`src/bitmap_frame_allocator_defines.svh`:
```
// Assertion helpers used by bitmap_frame_allocator.sv, the only RTL file that includes them.
`ifndef BITMAP_FRAME_ALLOCATOR_DEFINES_SVH
`define BITMAP_FRAME_ALLOCATOR_DEFINES_SVH

// Same-cycle implication, disabled during reset.
`define BFA_ASSERT_NOW(label, clk, rst_n, ante, cons, msg) \
  label: assert property (@(posedge clk) disable iff (!rst_n) (ante) |-> (cons)) else $error(msg);

// Next-cycle implication, disabled during reset.
`define BFA_ASSERT_NEXT(label, clk, rst_n, ante, cons, msg) \
  label: assert property (@(posedge clk) disable iff (!rst_n) (ante) |=> (cons)) else $error(msg);

`endif

```
`src/bfa_pkg.sv`:
```
`timescale 1ns / 1ps

package bfa_pkg;

  localparam int FRAME_W    = 12;
  localparam int LIMIT_W    = 13;
  localparam int FRAME_SPAN = 4096;
  localparam int BIT_W      = 6;

  typedef enum logic {
    OP_ALLOC = 1'b0,
    OP_FREE  = 1'b1
  } bfa_op_t;

  typedef enum logic [1:0] {
    ST_DONE = 2'd0,
    ST_NOP  = 2'd1,
    ST_FULL = 2'd2
  } bfa_status_t;

  typedef enum logic [2:0] {
    S_CLEAR,
    S_IDLE,
    S_SCAN,
    S_WRITE,
    S_EMIT
  } bfa_state_t;

  typedef struct packed {
    logic             hit;
    logic             last;
    logic [BIT_W-1:0] bit_idx;
  } bfa_find_t;

endpackage

```
`src/bfa_word_search.sv`:
```
`timescale 1ns / 1ps

module bfa_word_search #(
  parameter int WORD_BITS = 32
) (
  input  logic [WORD_BITS-1:0]        word,
  input  logic [bfa_pkg::LIMIT_W-1:0] base,
  input  logic [bfa_pkg::LIMIT_W-1:0] limit,
  output bfa_pkg::bfa_find_t          find
);

  logic [bfa_pkg::LIMIT_W-1:0] avail;
  logic [WORD_BITS-1:0]        mask;
  logic [WORD_BITS-1:0]        free_bits;
  logic [WORD_BITS-1:0]        lowest;
  logic [bfa_pkg::BIT_W-1:0]   idx;
  logic [bfa_pkg::LIMIT_W:0]   word_end;

  always_comb begin
    avail = (limit > base) ? (limit - base) : '0;
    for (int i = 0; i < WORD_BITS; i++) begin
      mask[i] = (bfa_pkg::LIMIT_W'(i) < avail);
    end
    free_bits = ~word & mask;
    lowest    = free_bits & (~free_bits + WORD_BITS'(1));
    idx       = '0;
    for (int i = 0; i < WORD_BITS; i++) begin
      if (lowest[i]) begin
        idx = idx | bfa_pkg::BIT_W'(i);
      end
    end
    word_end = {1'b0, base} + (bfa_pkg::LIMIT_W + 1)'(WORD_BITS);
  end

  assign find.hit     = |free_bits;
  assign find.last    = (word_end >= {1'b0, limit});
  assign find.bit_idx = idx;

endmodule

```
`src/bitmap_frame_allocator.sv`:
```
`timescale 1ns / 1ps

// First-fit physical frame allocator over a used-frame bitmap held in a
// single-port-write, registered-read word memory. After reset the block runs a
// clearing pass of one word per cycle over ceil(min(MAX_FRAMES,4096)/WORD_BITS)
// words (128 at the defaults) and holds in_ready low until it finishes;
// frame_count writes are taken at any time. An allocate for an entry that
// holds no frame, and a free of a held frame, walk the bitmap one word per
// cycle from word 0 and then, if a frame is found, write that word back; other
// items need no bitmap access. One item is in flight at a time; a finished
// result waits in the output register while the next item is accepted.
module bitmap_frame_allocator #(
  parameter int MAX_FRAMES = 4096,
  parameter int WORD_BITS  = 32
) (
  input  logic                        clk,
  input  logic                        rst_n,
  input  logic                        cfg_valid,
  output logic                        cfg_ready,
  input  logic [bfa_pkg::LIMIT_W-1:0] cfg_frame_count,
  input  logic                        in_valid,
  output logic                        in_ready,
  input  logic                        in_operation,
  input  logic [bfa_pkg::FRAME_W-1:0] in_current_frame,
  input  logic                        in_want_write,
  input  logic                        in_is_kernel,
  output logic                        out_valid,
  input  logic                        out_ready,
  output logic [bfa_pkg::FRAME_W-1:0] out_frame_out,
  output logic                        out_present,
  output logic                        out_writable,
  output logic                        out_user_mode,
  output logic [1:0]                  out_status
);

`include "bitmap_frame_allocator_defines.svh"

  localparam int FRAMES_USED = (MAX_FRAMES < bfa_pkg::FRAME_SPAN) ? MAX_FRAMES
                                                                  : bfa_pkg::FRAME_SPAN;
  localparam int DEPTH       = (FRAMES_USED + WORD_BITS - 1) / WORD_BITS;
  localparam int ADDR_W      = (DEPTH > 1) ? $clog2(DEPTH) : 1;

  logic [WORD_BITS-1:0] mem [DEPTH];

  bfa_pkg::bfa_state_t         state_r, state_nxt;
  logic [bfa_pkg::LIMIT_W-1:0] frame_count_r;
  logic [ADDR_W-1:0]           clr_idx_r;
  logic [ADDR_W-1:0]           issue_r, issue_nxt;
  logic [ADDR_W-1:0]           eval_r, eval_nxt;
  logic [bfa_pkg::LIMIT_W-1:0] base_r, base_nxt;
  logic [bfa_pkg::LIMIT_W-1:0] limit_r, limit_nxt;
  logic                        rd_pend_r;
  logic [WORD_BITS-1:0]        rdata_r;
  logic [WORD_BITS-1:0]        wdata_r, wdata_nxt;
  bfa_pkg::bfa_op_t            op_r, op_nxt;
  logic [bfa_pkg::FRAME_W-1:0] cur_r, cur_nxt;
  logic                        wr_r, wr_nxt;
  logic                        kern_r, kern_nxt;
  logic [bfa_pkg::FRAME_W-1:0] res_frame_r, res_frame_nxt;
  logic                        res_pres_r, res_pres_nxt;
  logic                        res_rw_r, res_rw_nxt;
  logic                        res_usr_r, res_usr_nxt;
  bfa_pkg::bfa_status_t        res_status_r, res_status_nxt;
  logic                        out_valid_r;
  logic [bfa_pkg::FRAME_W-1:0] out_frame_r;
  logic                        out_pres_r;
  logic                        out_rw_r;
  logic                        out_usr_r;
  bfa_pkg::bfa_status_t        out_status_r;

  logic                        in_fire;
  logic                        slot_free;
  logic                        need_scan;
  logic                        free_range_bad;
  logic                        clr_last;
  logic [bfa_pkg::LIMIT_W-1:0] diff;
  logic                        free_hit;
  logic                        alloc_hit;
  logic                        alloc_miss;
  logic [bfa_pkg::LIMIT_W-1:0] found_frame;
  logic                        mem_we;
  logic [ADDR_W-1:0]           mem_waddr;
  logic [WORD_BITS-1:0]        mem_wdata;
  bfa_pkg::bfa_find_t          find;

  bfa_word_search #(
    .WORD_BITS(WORD_BITS)
  ) u_search (
    .word (rdata_r),
    .base (base_r),
    .limit(limit_r),
    .find (find)
  );

  assign cfg_ready = 1'b1;
  assign in_ready  = (state_r == bfa_pkg::S_IDLE);
  assign in_fire   = in_valid && in_ready;
  assign slot_free = !out_valid_r || out_ready;
  assign clr_last  = (clr_idx_r == ADDR_W'(DEPTH - 1));

  assign free_range_bad = ({1'b0, in_current_frame} >= bfa_pkg::LIMIT_W'(FRAMES_USED));
  assign need_scan = (bfa_pkg::bfa_op_t'(in_operation) == bfa_pkg::OP_ALLOC)
                     ? (in_current_frame == '0)
                     : ((in_current_frame != '0) && !free_range_bad);

  assign diff        = {1'b0, cur_r} - base_r;
  assign free_hit    = (op_r == bfa_pkg::OP_FREE) && (diff < bfa_pkg::LIMIT_W'(WORD_BITS));
  assign alloc_hit   = (op_r == bfa_pkg::OP_ALLOC) && find.hit;
  assign alloc_miss  = (op_r == bfa_pkg::OP_ALLOC) && !find.hit && find.last;
  assign found_frame = base_r + bfa_pkg::LIMIT_W'(find.bit_idx);

  always_comb begin
    state_nxt = state_r;
    unique case (state_r)
      bfa_pkg::S_CLEAR: begin
        if (clr_last) state_nxt = bfa_pkg::S_IDLE;
      end
      bfa_pkg::S_IDLE: begin
        if (in_fire) state_nxt = need_scan ? bfa_pkg::S_SCAN : bfa_pkg::S_EMIT;
      end
      bfa_pkg::S_SCAN: begin
        if (rd_pend_r) begin
          if (alloc_hit || free_hit) state_nxt = bfa_pkg::S_WRITE;
          else if (alloc_miss)       state_nxt = bfa_pkg::S_EMIT;
        end
      end
      bfa_pkg::S_WRITE: state_nxt = bfa_pkg::S_EMIT;
      bfa_pkg::S_EMIT: begin
        if (slot_free) state_nxt = bfa_pkg::S_IDLE;
      end
      default: state_nxt = bfa_pkg::S_IDLE;
    endcase
  end

  always_comb begin
    issue_nxt      = issue_r;
    eval_nxt       = eval_r;
    base_nxt       = base_r;
    limit_nxt      = limit_r;
    wdata_nxt      = wdata_r;
    op_nxt         = op_r;
    cur_nxt        = cur_r;
    wr_nxt         = wr_r;
    kern_nxt       = kern_r;
    res_frame_nxt  = res_frame_r;
    res_pres_nxt   = res_pres_r;
    res_rw_nxt     = res_rw_r;
    res_usr_nxt    = res_usr_r;
    res_status_nxt = res_status_r;
    case (state_r)
      bfa_pkg::S_IDLE: begin
        if (in_fire) begin
          op_nxt        = bfa_pkg::bfa_op_t'(in_operation);
          cur_nxt       = in_current_frame;
          wr_nxt        = in_want_write;
          kern_nxt      = in_is_kernel;
          issue_nxt     = '0;
          eval_nxt      = '0;
          base_nxt      = '0;
          limit_nxt     = (frame_count_r > bfa_pkg::LIMIT_W'(FRAMES_USED))
                          ? bfa_pkg::LIMIT_W'(FRAMES_USED) : frame_count_r;
          res_pres_nxt  = 1'b0;
          res_rw_nxt    = 1'b0;
          res_usr_nxt   = 1'b0;
          res_frame_nxt = (bfa_pkg::bfa_op_t'(in_operation) == bfa_pkg::OP_ALLOC)
                          ? in_current_frame : '0;
          res_status_nxt = (in_current_frame == '0) ? bfa_pkg::ST_NOP : bfa_pkg::ST_DONE;
          if (bfa_pkg::bfa_op_t'(in_operation) == bfa_pkg::OP_ALLOC &&
              in_current_frame != '0) begin
            res_status_nxt = bfa_pkg::ST_NOP;
          end
        end
      end
      bfa_pkg::S_SCAN: begin
        issue_nxt = issue_r + ADDR_W'(1);
        if (rd_pend_r) begin
          if (alloc_hit) begin
            wdata_nxt      = rdata_r | (WORD_BITS'(1) << find.bit_idx);
            res_frame_nxt  = found_frame[bfa_pkg::FRAME_W-1:0];
            res_pres_nxt   = 1'b1;
            res_rw_nxt     = wr_r;
            res_usr_nxt    = !kern_r;
            res_status_nxt = bfa_pkg::ST_DONE;
          end else if (free_hit) begin
            wdata_nxt      = rdata_r & ~(WORD_BITS'(1) << diff[bfa_pkg::BIT_W-1:0]);
            res_frame_nxt  = '0;
            res_status_nxt = bfa_pkg::ST_DONE;
          end else if (alloc_miss) begin
            res_frame_nxt  = '0;
            res_status_nxt = bfa_pkg::ST_FULL;
          end else begin
            eval_nxt = eval_r + ADDR_W'(1);
            base_nxt = base_r + bfa_pkg::LIMIT_W'(WORD_BITS);
          end
        end
      end
      default: begin
      end
    endcase
  end

  always_comb begin
    mem_we    = (state_r == bfa_pkg::S_CLEAR) || (state_r == bfa_pkg::S_WRITE);
    mem_waddr = (state_r == bfa_pkg::S_CLEAR) ? clr_idx_r : eval_r;
    if (state_r == bfa_pkg::S_CLEAR) begin
      mem_wdata = (clr_idx_r == '0) ? WORD_BITS'(1) : '0;
    end else begin
      mem_wdata = wdata_r;
    end
  end

  always_ff @(posedge clk) begin
    if (mem_we) begin
      mem[mem_waddr] <= mem_wdata;
    end
  end

  always_ff @(posedge clk) begin
    rdata_r <= mem[issue_r];
  end

  always_ff @(posedge clk) begin
    if (!rst_n) begin
      state_r       <= bfa_pkg::S_CLEAR;
      frame_count_r <= bfa_pkg::LIMIT_W'(bfa_pkg::FRAME_SPAN);
      clr_idx_r     <= '0;
      rd_pend_r     <= 1'b0;
      out_valid_r   <= 1'b0;
    end else begin
      state_r   <= state_nxt;
      rd_pend_r <= (state_r == bfa_pkg::S_SCAN);
      if (cfg_valid && cfg_ready) begin
        frame_count_r <= cfg_frame_count;
      end
      if (state_r == bfa_pkg::S_CLEAR) begin
        clr_idx_r <= clr_idx_r + ADDR_W'(1);
      end
      if (state_r == bfa_pkg::S_EMIT && slot_free) begin
        out_valid_r <= 1'b1;
      end else if (out_ready) begin
        out_valid_r <= 1'b0;
      end
    end
  end

  always_ff @(posedge clk) begin
    issue_r      <= issue_nxt;
    eval_r       <= eval_nxt;
    base_r       <= base_nxt;
    limit_r      <= limit_nxt;
    wdata_r      <= wdata_nxt;
    op_r         <= op_nxt;
    cur_r        <= cur_nxt;
    wr_r         <= wr_nxt;
    kern_r       <= kern_nxt;
    res_frame_r  <= res_frame_nxt;
    res_pres_r   <= res_pres_nxt;
    res_rw_r     <= res_rw_nxt;
    res_usr_r    <= res_usr_nxt;
    res_status_r <= res_status_nxt;
    if (state_r == bfa_pkg::S_EMIT && slot_free) begin
      out_frame_r  <= res_frame_r;
      out_pres_r   <= res_pres_r;
      out_rw_r     <= res_rw_r;
      out_usr_r    <= res_usr_r;
      out_status_r <= res_status_r;
    end
  end

  assign out_valid     = out_valid_r;
  assign out_frame_out = out_frame_r;
  assign out_present   = out_pres_r;
  assign out_writable  = out_rw_r;
  assign out_user_mode = out_usr_r;
  assign out_status    = out_status_r;

  `BFA_ASSERT_NEXT(a_accept_leaves_idle, clk, rst_n, in_fire, state_r != bfa_pkg::S_IDLE, "accepted beat did not start work")
  `BFA_ASSERT_NOW(a_clear_blocks_input, clk, rst_n, state_r == bfa_pkg::S_CLEAR, !in_ready, "input taken during clearing pass")
  `BFA_ASSERT_NOW(a_alloc_in_limit, clk, rst_n, state_r == bfa_pkg::S_SCAN && rd_pend_r && alloc_hit, (found_frame < limit_r) && (found_frame != '0), "allocated frame outside search range")
  `BFA_ASSERT_NEXT(a_write_then_emit, clk, rst_n, state_r == bfa_pkg::S_WRITE, state_r == bfa_pkg::S_EMIT, "bitmap write-back not followed by result")

endmodule

```
`config.mk`:
```
export PLATFORM = sky130hd
export DESIGN_NAME = bitmap_frame_allocator
export DESIGN_NICKNAME = d
export VERILOG_FILES = /design/src/bfa_pkg.sv /design/src/bfa_word_search.sv /design/src/bitmap_frame_allocator.sv
export VERILOG_INCLUDE_DIRS = /design/src /design/src/src
export SDC_FILE = /design/constraint.sdc
export NUM_CORES = 2
export LEC_CHECK = 0
export BUFFER_PORTS_ARGS = -buffer_cell sky130_fd_sc_hd__buf_4
export CAP_MARGIN = 10
export CELL_PAD_IN_SITES_DETAIL_PLACEMENT = 0
export CELL_PAD_IN_SITES_GLOBAL_PLACEMENT = 1
export CORE_ASPECT_RATIO = 1.5
export CORE_UTILIZATION = 40
export DETAILED_ROUTE_END_ITERATION = 6
export GPL_TIMING_DRIVEN = 1
export MAX_ROUTING_LAYER = met4
export PLACE_DENSITY = 0.71
export SLEW_MARGIN = 30
export SYNTH_ARGS = -nofsm -noshare
export SYNTH_HDL_FRONTEND = slang
export SYNTH_HIERARCHICAL = 1
export SYNTH_SLANG_ARGS = --single-unit
export TNS_END_PERCENT = 100
```
`constraint.sdc`:
```
create_clock -name clk -period 23.5 [get_ports clk]
set_input_delay 3.525 -clock clk [delete_from_list [all_inputs] [get_ports clk]]
set_output_delay 3.525 -clock clk [all_outputs]
set_load 0.01 [all_outputs]
```
==> impl_metrics.csv <==
group,metric,value,unit
status,status,"completed",
sta,setup-violations-final,0,
job,maxCapViolCount,0,
detailed_routing,wire_per_inst,35.1,um
critical_path,cp.required,24330,ps
floorplan,rows,288,
global_route,grt_pass1_wl,674000,um
logic_synthesis,ys_seq_area_share,77.2,%
power,ir_worst_vdd,0.0582,mV
critical_path,slowest_delay,810,ps
logic_synthesis,syn_inst,7753,
final_layout,post_route_cells_drive_above_1_share,26.3,%
clock_tree,cts_hold_buf,0,
clock_tree,cts_root_buf,"clkbuf_16",
logic_synthesis,synthMuxAreaShare,14.2,%
final_layout,syn_to_final_growth,13.2,%
logic_synthesis,synth_cell_type_count,96,
sta,clock_skew,65.0,ps
floorplan,start_util,40.2,%
critical_path,critPathCapture,"rdata_r[4]",
logic_synthesis,synth-xor-area-share,0.195,%
logic_synthesis,synth_top_family_by_area,"multiplexers",
detailed_routing,wl_met2,245000,um
clock_tree,cts_max_level,5,
clock_tree,post_cts_buffers,0,
place,hpwlAfterDp,295000,um
clock_tree,cts-buffers-inserted,368,
final_layout,num-nets-final,8211,
global_route,grt_start_max_net_pins,109,
clock_tree,clk_pin_slew,70,ps
detailed_routing,wl_met1,163000,um
floorplan,fp.coreArea,411000,um^2
global_route,antenna_found_initial,41,
clock_tree,clock-sinks,4269,
place,place_congestion,0.919,
clock_tree,cts_resized,0,
critical_path,cp.arrival,7810,ps
power,power_frac_seq,56.8,%
critical_path,path_cells,"buf_4 -> buf_12 -> buf_4 -> buf_4 -> buf_12 -> buf_6 -> buf_4 -> mux4_2 -> a22oi_1 -> nand2_1 -> o21ai_0 -> buf_4 -> nor3_1",
detailed_routing,drcViolationCount,0,
global_route,track_usage,23.9,%
detailed_routing,num_vias,84296,
final_layout,final_core_util,45.6,%
final_layout,layout_commonest_cell,"edfxtp_1",
logic_synthesis,synthArstFlopShare,0,%
critical_path,crit_type,"reg2reg",
sta,fin_crit_sh,29.7,%
critical_path,crit_path_end_kind,"flop",
critical_path,regToRegEndpoint,"rdata_r[4]",
floorplan,die_h,789,um
floorplan,io_pins,53,
power,power_switching,0.00288,W
sta,fin_crit,6980,ps
critical_path,start_kind,"flop",
power,clkPwrFrac,42.5,%
place,dpl.cell_count,13126,
clock_tree,cts_tree,"built",
sta,tns,0,ps
final_layout,final_cell_mix,"edfxtp_1, mux4_2, a22oi_1, buf_4, clkbuf_16",
power,internal-power,0.0117,W
critical_path,cp_slowest_cell,"buf_4",
critical_path,critical_path.max_fanout,99,
hold_path,hold_class,"reg2reg",
sta,slew_headroom,22.2,%
logic_synthesis,synth_compound_area_share,4.02,%
critical_path,cp_common_cell,"buf_4",
detailed_routing,drt-total-wl,487000,um
power,combPwrFrac,0.7,%
logic_synthesis,synth_edf_count,4212,
detailed_routing,ant_nets,0,
detailed_routing,wl_met3,38700,um
sta,rsz0062_at_grt,"false",
detailed_routing,routed.top_layer,"met4",
logic_synthesis,synthAdderAreaFrac,0.330,%
sta,tightest_slew,1170,ps
detailed_routing,drtIter0Drc,11566,
power,p_sw_share,19.8,%
clock_tree,clockBufferDepth,4,
power,power_density,77.8,nW/um^2
sta,maxSlewViolCount,0,
place,port_buffers,51,
logic_synthesis,syn-mean-instance-area,21.3,um^2
power,p_leak,56.6,nW
critical_path,r2r_start,"issue_r[0]",
critical_path,ff2ff_path_depth,13,
logic_synthesis,yosysWarnings,6,
critical_path,reg2reg_slack,16520,ps
global_route,grt_pass1_vias,85053,
critical_path,startpoint,"issue_r[0]",
final_layout,fin_cells,13876,
sta,finalHoldViolations,0,
floorplan,die_area,416000,um^2
detailed_routing,via_per_inst,6.07,
logic_synthesis,synth-main-ff-cell,"edfxtp_1",
logic_synthesis,yosys.area_share.simple,2.48,%
detailed_routing,first_pass_iters,6,
global_route,grt.overflow.total,0,
final_layout,fill_cells,33749,
floorplan,die_w,527,um
clock_tree,worstSkewPairLatency,970,ps
logic_synthesis,netlist_area,165000,um^2
logic_synthesis,ys_seq_elements,4269,
sta,fmax,143,MHz
-- sequential cells by signal (all words and copies together) (netlist names), 3 cells and up --
register,flops
mem,4096
rdata_r,32
wdata_r,32
frame_count_r,13
limit_r,13
cur_r,12
out_frame_out,12
res_frame_r,12
base_r,8
clr_idx_r,7
eval_r,7
issue_r,7
state_r,3
-- cell usage after synthesis (25+ instances only) --
library cell	instances	area [um^2]
nor4_1	31	194
buf_4	74	556
a21oi_1	144	721
mux2i_1	190	1900
a22oi_1	408	3060
buf_6	37	417
dfxtp_1	57	1140
ha_1	42	526
a22o_1	43	377
mux4_2	952	21400
clkbuf_1	193	724
nand2_1	131	492
nor2b_1	84	526
o21ai_0	120	601
buf_2	96	480
xnor2_1	26	228
nand4_1	40	250
inv_1	59	221
nor2_1	235	882
nor3_1	27	135
edfxtp_1	4212	126000
o22ai_1	27	169
a221oi_1	41	359
nand3_1	146	731
buf_1	25	93.8
-- per-layer routing --
layer / global-route usage [%] / vias up
met3: 3.16 / 999
li1: - / 33550
met1: 26.9 / 45252
met5: - / -
met4: 16.5 / 0
met2: 39.7 / 4495
-- power groups by stage --
| stage | sequential, W | clock, W | combinational (W) |
|---|---|---|---|
| after global placement | 0.00844 | 0 | 0.0000961 |
| after detailed placement | 0.00844 | 0 | 0.0000971 |
| after floorplan | 0.00844 | 0 | 0.0000444 |
| after CTS | 0.00827 | 0.00625 | 0.0000976 |
| after global routing | 0.00827 | 0.00651 | 0.000104 |
| final | 0.00827 | 0.00618 | 0.0000998 |
-- cells by family after synthesis --
group / after synthesis
buf+inv: 486
compound gates: 945
xor+xnor: 36
simple gates: 811
flops: 4269
other cells: 3
mux: 1160
fa+ha+maj: 43
-- layout make-up --
type / instances / area, um^2 / area share (%)
inverters: 60 / 225 / 0.120
repair buffers: 429 / 3590 / 1.92
multi-input cells: 3007 / 36800 / 19.7
diodes: 74 / 185 / 0.0989
well taps: 5365 / 6710 / 3.59
clock buffers: 441 / 9680 / 5.17
clock inverters: 231 / 2350 / 1.25
flip-flops and latches: 4269 / 128000 / 68.2
-- stage by stage --
stage	worst slack, ps	hold WS, ps	instance area [um^2]	total power (W)
after floorplan	15950	400	165000	0.00849
after global placement	15060	401	174000	0.00854
after detailed placement	16020	405	175000	0.00854
after CTS	16040	419	187000	0.0146
after global routing	15930	423	187000	0.0149
final	16520	417	187000	0.0146
-- how the worst min path moves through the flow --
stage                          startpoint                 to  cells past startpoint  slack, ps
after floorplan            res_frame_r[0]   out_frame_out[0]                      0        400
after global placement     res_frame_r[6]   out_frame_out[6]                      0        400
after detailed placement  res_frame_r[10]  out_frame_out[10]                      0        400
after CTS                 res_frame_r[10]  out_frame_out[10]                      0        420
after global routing       res_frame_r[6]   out_frame_out[6]                      0        420
final                      res_frame_r[3]   out_frame_out[3]                      0        420
-- critical path: cells and delay by family (launching register included) --
kind	cells	cell delay [ps]
buffers and inverters	8	4660
DFF	1	330
AOI/OAI and AO/OA	2	760
muxes	1	600
and+or+nand+nor	2	130
(Power assumes the default switching activity.)
